File: config.mk
export PLATFORM = sky130hd
export DESIGN_NAME = motor_speed_ramp_pwm_core_flat
export DESIGN_NICKNAME = d
export VERILOG_FILES = /design/src/rtl/msr_pkg.sv /design/src/rtl/msr_in_if.sv /design/src/rtl/msr_out_if.sv /design/src/rtl/msr_cfg_if.sv /design/src/rtl/msr_ctrl.sv /design/src/rtl/msr_dpath.sv /design/src/rtl/motor_speed_ramp_pwm_core.sv /design/src/flat_wrapper.sv
export SDC_FILE = /design/constraint.sdc
export NUM_CORES = 1
export LEC_CHECK = 0
export ABC_AREA = 1
export BUFFER_PORTS_ARGS = -buffer_cell sky130_fd_sc_hd__buf_2
export CELL_PAD_IN_SITES_DETAIL_PLACEMENT = 1
export CELL_PAD_IN_SITES_GLOBAL_PLACEMENT = 2
export CORE_UTILIZATION = 34
export CTS_CLUSTER_DIAMETER = 30
export CTS_CLUSTER_SIZE = 30
export DETAILED_ROUTE_END_ITERATION = 10
export GPL_TIMING_DRIVEN = 0
export PLACE_DENSITY_LB_ADDON = 0.1
export SLEW_MARGIN = 20
export SYNTH_ARGS = -nofsm -noshare
export SYNTH_HDL_FRONTEND = slang
export SYNTH_HIERARCHICAL = 1
export SYNTH_SLANG_ARGS = --single-unit
File: constraint.sdc
create_clock -name clk -period 5.6 [get_ports clk]
set_input_delay 0.56 -clock clk [delete_from_list [all_inputs] [get_ports clk]]
set_output_delay 0.56 -clock clk [all_outputs]
set_load 0.1 [all_outputs]
File: src/rtl/msr_pkg.sv
package msr_pkg;

	// Default ramp counter width
	localparam int RAMP_BITS_DEF = 16;

	// Fixed field widths
	localparam int SPEED_W    = 8;
	localparam int FIELD_W    = 16;
	localparam int CFG_IDX_W  = 8;
	localparam int CFG_DATA_W = 8;

	// Full-scale speed
	localparam logic [SPEED_W-1:0] SPEED_FULL = 8'd255;

	// Register reset values
	localparam logic [CFG_DATA_W-1:0] MIN_POWER_RST = 8'd40;
	localparam logic [CFG_DATA_W-1:0] MAX_POWER_RST = 8'd200;

	// Register indexes
	localparam logic [CFG_IDX_W-1:0] REG_MIN_POWER = 8'd0;
	localparam logic [CFG_IDX_W-1:0] REG_MAX_POWER = 8'd1;

	// Item operation codes
	localparam logic OP_TICK    = 1'b0;
	localparam logic OP_REQUEST = 1'b1;

	// Controller to datapath commands
	typedef struct packed {
		logic accept;
		logic mul_en;
		logic div_step;
		logic speed_en;
		logic dmul_en;
		logic out_load;
	} msr_cmd_t;

	// Datapath to controller status
	typedef struct packed {
		logic at_goal;
	} msr_status_t;

endpackage

File: src/rtl/msr_in_if.sv
interface msr_in_if import msr_pkg::*; ();
	logic               valid;
	logic               ready;
	logic               op;
	logic [FIELD_W-1:0] target_speed;
	logic [FIELD_W-1:0] ramp_ms;

	modport source (output valid, output op, output target_speed, output ramp_ms, input ready);
	modport sink (input valid, input op, input target_speed, input ramp_ms, output ready);
endinterface

File: src/rtl/msr_out_if.sv
interface msr_out_if import msr_pkg::*; ();
	logic               valid;
	logic               ready;
	logic [SPEED_W-1:0] speed;
	logic [SPEED_W-1:0] duty;

	modport source (output valid, output speed, output duty, input ready);
	modport sink (input valid, input speed, input duty, output ready);
endinterface

File: src/rtl/msr_cfg_if.sv
interface msr_cfg_if import msr_pkg::*; ();
	logic                  valid;
	logic                  ready;
	logic [CFG_IDX_W-1:0]  index;
	logic [CFG_DATA_W-1:0] data;

	modport source (output valid, output index, output data, input ready);
	modport sink (input valid, input index, input data, output ready);
endinterface

File: src/rtl/msr_ctrl.sv
module msr_ctrl import msr_pkg::*; (
	input  logic        clk,
	input  logic        arst_n,
	input  logic        in_valid,
	output logic        in_ready,
	output logic        out_valid,
	input  logic        out_ready,
	input  msr_status_t status,
	output msr_cmd_t    cmd
);

	localparam logic [2:0] ST_IDLE  = 3'd0;
	localparam logic [2:0] ST_MUL   = 3'd1;
	localparam logic [2:0] ST_DIV   = 3'd2;
	localparam logic [2:0] ST_SPEED = 3'd3;
	localparam logic [2:0] ST_DMUL  = 3'd4;
	localparam logic [2:0] ST_DUTY  = 3'd5;

	localparam int DIV_STEPS = SPEED_W;

	logic [2:0]                   state_q, state_d;
	logic [$clog2(DIV_STEPS)-1:0] step_q;
	logic                         out_valid_q;
	logic                         out_free;

	assign in_ready  = (state_q == ST_IDLE);
	assign out_valid = out_valid_q;
	assign out_free  = !out_valid_q || out_ready;

	// Decode commands and next state
	always_comb begin
		cmd     = '0;
		state_d = state_q;
		case (state_q)
			ST_IDLE: begin
				if (in_valid) begin
					cmd.accept = 1'b1;
					state_d    = ST_MUL;
				end
			end
			ST_MUL: begin
				cmd.mul_en = 1'b1;
				state_d    = status.at_goal ? ST_SPEED : ST_DIV;
			end
			ST_DIV: begin
				cmd.div_step = 1'b1;
				if (step_q == '1) state_d = ST_SPEED;
			end
			ST_SPEED: begin
				cmd.speed_en = 1'b1;
				state_d      = ST_DMUL;
			end
			ST_DMUL: begin
				cmd.dmul_en = 1'b1;
				state_d     = ST_DUTY;
			end
			ST_DUTY: begin
				if (out_free) begin
					cmd.out_load = 1'b1;
					state_d      = ST_IDLE;
				end
			end
			default: state_d = ST_IDLE;
		endcase
	end

	// Advance state, divide step count and output flag
	always_ff @(posedge clk or negedge arst_n) begin
		if (!arst_n) begin
			state_q     <= ST_IDLE;
			step_q      <= '0;
			out_valid_q <= 1'b0;
		end else begin
			state_q <= state_d;
			if (cmd.div_step) step_q <= step_q + 1'b1;
			else step_q <= '0;
			if (cmd.out_load) out_valid_q <= 1'b1;
			else if (out_ready) out_valid_q <= 1'b0;
		end
	end

endmodule

File: src/rtl/msr_dpath.sv
module msr_dpath import msr_pkg::*; #(
	parameter int RAMP_BITS = RAMP_BITS_DEF
) (
	input  logic                  clk,
	input  logic                  arst_n,
	input  msr_cmd_t              cmd,
	output msr_status_t           status,
	input  logic                  op,
	input  logic [FIELD_W-1:0]    target_speed,
	input  logic [FIELD_W-1:0]    ramp_ms,
	input  logic                  cfg_we,
	input  logic [CFG_IDX_W-1:0]  cfg_index,
	input  logic [CFG_DATA_W-1:0] cfg_data,
	output logic [SPEED_W-1:0]    speed,
	output logic [SPEED_W-1:0]    duty
);

	localparam int EXT_W  = (RAMP_BITS > FIELD_W) ? RAMP_BITS : FIELD_W;
	localparam int PROD_W = SPEED_W + RAMP_BITS;
	localparam logic [RAMP_BITS-1:0] RAMP_MAX = {RAMP_BITS{1'b1}};

	// Ramp state
	logic [SPEED_W-1:0]   cur_q, start_q, goal_q;
	logic [RAMP_BITS-1:0] elapsed_q, len_q;
	logic [CFG_DATA_W-1:0] min_q, max_q;

	// Divider and duty working registers
	logic [RAMP_BITS-1:0] rem_q;
	logic [SPEED_W-1:0]   lo_q, quo_q;
	logic [2*SPEED_W-1:0] dprod_q;
	logic [SPEED_W-1:0]   speed_q, duty_q;

	logic [EXT_W-1:0]     ramp_ext;
	logic [RAMP_BITS-1:0] len_sat;
	logic [SPEED_W-1:0]   goal_clamp;
	logic                 desc;
	logic [SPEED_W-1:0]   mag;
	logic [PROD_W-1:0]    prod;
	logic [RAMP_BITS:0]   trial;
	logic                 fits;
	logic                 dneg;
	logic [SPEED_W-1:0]   span;
	logic [SPEED_W-1:0]   dq;
	logic [SPEED_W:0]     dr;
	logic [SPEED_W-1:0]   dqf;
	logic [SPEED_W-1:0]   duty_d;

	// Clamp request fields
	assign ramp_ext   = EXT_W'(ramp_ms);
	assign len_sat    = (ramp_ext > EXT_W'(RAMP_MAX)) ? RAMP_MAX : ramp_ext[RAMP_BITS-1:0];
	assign goal_clamp = (target_speed > FIELD_W'(SPEED_FULL)) ? SPEED_FULL
	                                                          : target_speed[SPEED_W-1:0];

	// Ramp step magnitude and product
	assign status.at_goal = (elapsed_q >= len_q);
	assign desc = (goal_q < start_q);
	assign mag  = desc ? (start_q - goal_q) : (goal_q - start_q);
	assign prod = PROD_W'(mag) * PROD_W'(elapsed_q);

	// One restoring divide step
	assign trial = {rem_q, lo_q[SPEED_W-1]};
	assign fits  = (trial >= {1'b0, len_q});

	// Duty span and divide by 255: quotient is hi byte plus a carry fix
	assign dneg   = (max_q < min_q);
	assign span   = dneg ? (min_q - max_q) : (max_q - min_q);
	assign dq     = dprod_q[2*SPEED_W-1:SPEED_W];
	assign dr     = {1'b0, dprod_q[SPEED_W-1:0]} + {1'b0, dq};
	assign dqf    = dq + SPEED_W'(dr >= {1'b0, SPEED_FULL});
	assign duty_d = (cur_q == '0) ? '0 : (dneg ? (min_q - dqf) : (min_q + dqf));

	// Hold ramp state and registers
	always_ff @(posedge clk or negedge arst_n) begin
		if (!arst_n) begin
			cur_q     <= '0;
			start_q   <= '0;
			goal_q    <= '0;
			elapsed_q <= '0;
			len_q     <= '0;
			min_q     <= MIN_POWER_RST;
			max_q     <= MAX_POWER_RST;
		end else begin
			if (cfg_we && cfg_index == REG_MIN_POWER) min_q <= cfg_data;
			if (cfg_we && cfg_index == REG_MAX_POWER) max_q <= cfg_data;
			if (cmd.accept) begin
				if (op == OP_REQUEST) begin
					start_q   <= cur_q;
					goal_q    <= goal_clamp;
					len_q     <= len_sat;
					elapsed_q <= '0;
				end else if (elapsed_q != RAMP_MAX) begin
					elapsed_q <= elapsed_q + 1'b1;
				end
			end
			if (cmd.speed_en) begin
				if (status.at_goal) cur_q <= goal_q;
				else if (desc) cur_q <= start_q - quo_q;
				else cur_q <= start_q + quo_q;
			end
		end
	end

	// Multiply, divide and map to duty
	always_ff @(posedge clk) begin
		if (cmd.mul_en) begin
			rem_q <= prod[PROD_W-1:SPEED_W];
			lo_q  <= prod[SPEED_W-1:0];
			quo_q <= '0;
		end else if (cmd.div_step) begin
			rem_q <= fits ? RAMP_BITS'(trial - {1'b0, len_q}) : trial[RAMP_BITS-1:0];
			lo_q  <= {lo_q[SPEED_W-2:0], 1'b0};
			quo_q <= {quo_q[SPEED_W-2:0], fits};
		end
		if (cmd.dmul_en) dprod_q <= (2*SPEED_W)'(cur_q) * (2*SPEED_W)'(span);
		if (cmd.out_load) begin
			speed_q <= cur_q;
			duty_q  <= duty_d;
		end
	end

	assign speed = speed_q;
	assign duty  = duty_q;

endmodule

File: src/rtl/motor_speed_ramp_pwm_core.sv
// Linear speed ramp with PWM duty mapping. Each input item (a one millisecond
// tick or a new speed request) yields one item holding the ramped speed and its
// duty. An accepted item passes through the multiply, divide, speed, duty-multiply
// and duty states in that order, skipping the divide once the ramp has reached its
// goal; the 8-step restoring divider for the ramp quotient yields one quotient bit
// per cycle. The next item is accepted once the previous result sits in the output
// register, so an item is not taken while another is still in progress. Registers
// min_power (index 0) and max_power (index 1) are written through the configuration
// channel and are used by every item whose duty mapping is still to come.
module motor_speed_ramp_pwm_core import msr_pkg::*; #(
	parameter int RAMP_BITS = RAMP_BITS_DEF
) (
	input logic           clk,
	input logic           arst_n,
	msr_in_if.sink        in_ch,
	msr_out_if.source     out_ch,
	msr_cfg_if.sink       cfg
);

	msr_cmd_t    cmd;
	msr_status_t status;

	// Take register writes at any time
	assign cfg.ready = 1'b1;

	msr_ctrl u_ctrl (
		.clk       (clk),
		.arst_n    (arst_n),
		.in_valid  (in_ch.valid),
		.in_ready  (in_ch.ready),
		.out_valid (out_ch.valid),
		.out_ready (out_ch.ready),
		.status    (status),
		.cmd       (cmd)
	);

	msr_dpath #(
		.RAMP_BITS (RAMP_BITS)
	) u_dpath (
		.clk          (clk),
		.arst_n       (arst_n),
		.cmd          (cmd),
		.status       (status),
		.op           (in_ch.op),
		.target_speed (in_ch.target_speed),
		.ramp_ms      (in_ch.ramp_ms),
		.cfg_we       (cfg.valid),
		.cfg_index    (cfg.index),
		.cfg_data     (cfg.data),
		.speed        (out_ch.speed),
		.duty         (out_ch.duty)
	);

endmodule

File: src/flat_wrapper.sv
// flat-port wrapper written by rule: the top's interface ports become plain ports
module motor_speed_ramp_pwm_core_flat import msr_pkg::*;
#(
	parameter int RAMP_BITS = RAMP_BITS_DEF
)
  (clk, arst_n, in_ch_valid, in_ch_op, in_ch_target_speed, in_ch_ramp_ms, in_ch_ready, out_ch_valid, out_ch_speed, out_ch_duty, out_ch_ready, cfg_valid, cfg_index, cfg_data, cfg_ready);
  msr_in_if in_ch_i ();
  msr_out_if out_ch_i ();
  msr_cfg_if cfg_i ();
  input logic clk;
  input logic arst_n;
  input wire logic [$bits(in_ch_i.valid)-1:0] in_ch_valid;
  input wire logic [$bits(in_ch_i.op)-1:0] in_ch_op;
  input wire logic [$bits(in_ch_i.target_speed)-1:0] in_ch_target_speed;
  input wire logic [$bits(in_ch_i.ramp_ms)-1:0] in_ch_ramp_ms;
  output wire logic [$bits(in_ch_i.ready)-1:0] in_ch_ready;
  output wire logic [$bits(out_ch_i.valid)-1:0] out_ch_valid;
  output wire logic [$bits(out_ch_i.speed)-1:0] out_ch_speed;
  output wire logic [$bits(out_ch_i.duty)-1:0] out_ch_duty;
  input wire logic [$bits(out_ch_i.ready)-1:0] out_ch_ready;
  input wire logic [$bits(cfg_i.valid)-1:0] cfg_valid;
  input wire logic [$bits(cfg_i.index)-1:0] cfg_index;
  input wire logic [$bits(cfg_i.data)-1:0] cfg_data;
  output wire logic [$bits(cfg_i.ready)-1:0] cfg_ready;
  assign in_ch_i.valid = in_ch_valid;
  assign in_ch_i.op = in_ch_op;
  assign in_ch_i.target_speed = in_ch_target_speed;
  assign in_ch_i.ramp_ms = in_ch_ramp_ms;
  assign in_ch_ready = in_ch_i.ready;
  assign out_ch_valid = out_ch_i.valid;
  assign out_ch_speed = out_ch_i.speed;
  assign out_ch_duty = out_ch_i.duty;
  assign out_ch_i.ready = out_ch_ready;
  assign cfg_i.valid = cfg_valid;
  assign cfg_i.index = cfg_index;
  assign cfg_i.data = cfg_data;
  assign cfg_ready = cfg_i.ready;
  motor_speed_ramp_pwm_core #(.RAMP_BITS(RAMP_BITS)) u_core (.clk(clk), .arst_n(arst_n), .in_ch(in_ch_i), .out_ch(out_ch_i), .cfg(cfg_i));
endmodule
==> impl_results.md <==
- Status: finished clean
- Worst reg2reg path endpoint: u_core/u_dpath/rem_q[12]
- Flop-to-flop setup slack: 0.009 ns
- Post-Place Worst Slack: -1.05 ns
- Gr ovfl total: 0
- Number of synthesized flops with an enable pin: 56
- CP Class: flop to flop
- Clk_lat worst skew: around 0.45 ns
- Antenna Diode Count: 0
- WL/cell: roughly 18 um
- Setup ws final: just over 0.009 ns
- DR iter-0 viols: approximately 590
- Net count after synthesis: ~2600
- Total negative slack: 0 ns
- CP startpoint: u_core/u_dpath/start_q[0]
- Post-synth ARST share: a little under three fifths
- Met2 wire length: roughly 29000 um
- Die width: roughly 220 um
- Delay-heaviest family, CP: adder cells
- CP startpoint kind: flop
- Top FF cell, synth: dfrtp_1
- I/O Buffers: 71
- Maxcap violations: 0
- GRT Util Overall: between 20% and 30%
- Max Slew Vio Count: 0
- CP Capture Type: flop
- DRC Markers: 0
- Final Cell Area: between 20000 and 25000 um2
- Cell Pwr Density: between 600 and 700 nW/um2
- First-pass GRT wire length: 88400 um
- Routed vias/inst: just under 5
- Clock transition at path regs: ~0.070 ns
- RSZ-0062 raised after global routing: true
- DP Cell Count: roughly 2900
- Synth area leader: fa_1
- Drt first pass iters: 5
- Synth Register Bits: roughly 140
- Worst R2R Path Depth: 28
- Largest net degree at the start of global routing: 54
- Syn Inst Count: 2201
- Top Layer Used: met5
- Worst EP required: 5.80 ns
- Number of antenna violations at the first check in global routing: 2
- Critical R2R Launch: u_core/u_dpath/start_q[0]
- Crit-path slowest cell: fa_2
- Synth cell types: 61
- Slew margin rel.: a little over two fifths
- CP max stage delay: 0.60 ns
- Largest fanout on the critical path: 5
- Post-Place Cell Area: around 18000 um2
- Mean area per synthesized cell: around 7.6 um2
- Root buffer cell: clkbuf_16
- Nets: roughly 2800
- DP Wirelength: about 44000 um
- Max Clk Rate: ~180 MHz
- Hold_ws: between 0.04 and 0.05 ns
- CTS Hold Bufs: 0
- Crit share post-route: about 100%
- Post-Route WL: 55400 um
- Starting Density: 34.7%
- Num CTS Buffers: 17
- DIE HEIGHT: between 200 and 250 um
- Most numerous cell in the Yosys netlist: nand2_1
- Met1 wire length: about 24000 um
- Non-filler cells, final: 3072
- Top-area cell type share of the netlist area: around 15%
- Share of layout cells above drive strength 1: between 20% and 30%
- Leakage: a little over 10 nW
- Full die area: 50000 um2
- CP Buf/Inv Count: 7
- TritonCTS clock tree: done
- Vias: 15000
- Leading cell types by count after synthesis: nand2_1 (472), inv_1 (399), nor2_1 (249)
- Top cells by area, synth: fa_1 (15%), ha_1 (13%), dfrtp_1 (11%)
- H-tree depth: 4
- Core ar.: 48100 um2
- VDD IR max: 0.438 mV
- Synth Cell Area: between 15000 and 20000 um2
- Tightest Pin Transition: around 0.85 ns
- Yosys warns: 6
- Clk buf depth: 2
- P&R area growth vs syn: 24.5%
- Final Critical Period: 5.59 ns
- Critical Path Stages: 28
- Number of core rows: 80
- Fin. Hold Viols: 0
- Antenna Violating Nets Remaining: 0
- Clk sinks: roughly 140
- Worst min-delay path class: input pin to async pin
- GPL Wtd Cong: between 0.8 and 0.9
- Final setup violation count: 0
- Worst EP arrival: ~5.8 ns
- IO Count: 73
- Number of global-route vias before repair: between 15000 and 20000
- DR WL met3: about 1300 um
- Critical Path End: u_core/u_dpath/rem_q[12]
- Post-synthesis sequential area ratio: 22.9%
- Layout Skew: 0.0130 ns
stage by stage:
stage	util, %	power [mW]
after floorplan	-	7.71
after global placement	37.1	9.96
after detailed placement	37.3	10.1
after CTS	41.3	13.0
after global routing	43.2	15.2
final	43.2	13.9
placed cells by master, fill, tap and decap left out, drive strengths merged, types with 43 or more instances in the layout:
cell      n
nor2    252
ha      173
buf     213
nand2   498
o21ai    99
clkbuf   43
a21oi    97
edfxtp   56
xor2     48
fa      128
inv     417
dfrtp    74
nand3   128
worst min-delay path by stage:
stage / endpoint / slack, ns / depth (start not counted)
3_5_place_dp: u_core/u_ctrl/step_q[0] / 0.43 / 1
4_1_cts: u_core/u_dpath/goal_q[1] / 0.04 / 1
6_report: u_core/u_dpath/goal_q[3] / 0.05 / 1
2_1_floorplan: u_core/u_ctrl/out_valid / 0.26 / 0
3_3_place_gp: u_core/u_ctrl/step_q[0] / 0.42 / 1
5_1_grt: u_core/u_dpath/goal_q[3] / 0.06 / 1
registers in the layout (all words and copies together), names as in the netlist, 16 cells and up:
| register | count |
|---|---|
| u_core/u_dpath/elapsed_q | 16 |
| u_core/u_dpath/len_q | 16 |
| u_core/u_dpath/dprod_q | 16 |
| u_core/u_dpath/rem_q | 16 |
report_power, final:
part           leakage (nW)  switching (mW)  internal, mW
clock                 0.279           0.506         0.624
sequential             1.57           0.304          1.61
combinational          8.54            6.46          4.37
routing by layer:
metal	track usage, %	up-vias
li1	-	7335
met2	41.5	149
met5	0	-
met3	2.51	61
met4	6.54	4
met1	28.1	7453
worst reg2reg max path, delay by kind of cell (launching register included):
| family | cells | cell delay, ns |
|---|---|---|
| XOR/XNOR | 1 | 0.16 |
| buffers and inverters | 7 | 0.65 |
| flip-flops | 1 | 0.47 |
| adder cells (fa/ha/maj) | 7 | 2.89 |
| AO/OA/AOI/OAI | 1 | 0.18 |
| AND/OR/NAND/NOR | 12 | 0.96 |
layout make-up:
| type | count | area, um2 |
|---|---|---|
| Inverter | 418 | 1590 |
| Multi-Input combinational cell | 1590 | 12300 |
| Sequential cell | 143 | 3840 |
| Buffer | 49 | 379 |
| Clock buffer | 23 | 489 |
| Fill cell | 5826 | 27300 |
| Tap cell | 656 | 821 |
| Timing Repair Buffer | 184 | 1330 |
| Clock inverter | 9 | 70.1 |
cell families (layout without fill, tap and decap cells):
family / Yosys count / count (layout) / synth area share, %
buffers and inverters: 468 / 683 / 11.3
xor gates and xnor gates: 77 / 77 / 4.04
and+or+nand+nor: 955 / 955 / 24.5
DFF: 143 / 143 / 22.9
other: 1 / 1 / 0.0224
adders and majority gates: 301 / 301 / 28.3
AOI/OAI and AO/OA: 256 / 256 / 8.98
timing repair:
action                                  in CTS  in global routing
gates resized for setup                    237                174
gates cloned                                 3                  0
setup buffers                               60                 50
pin swaps                                  107                134
endpoints found under the setup margin      28                 23
No activity file was read; power rests on OpenSTA's default activity.
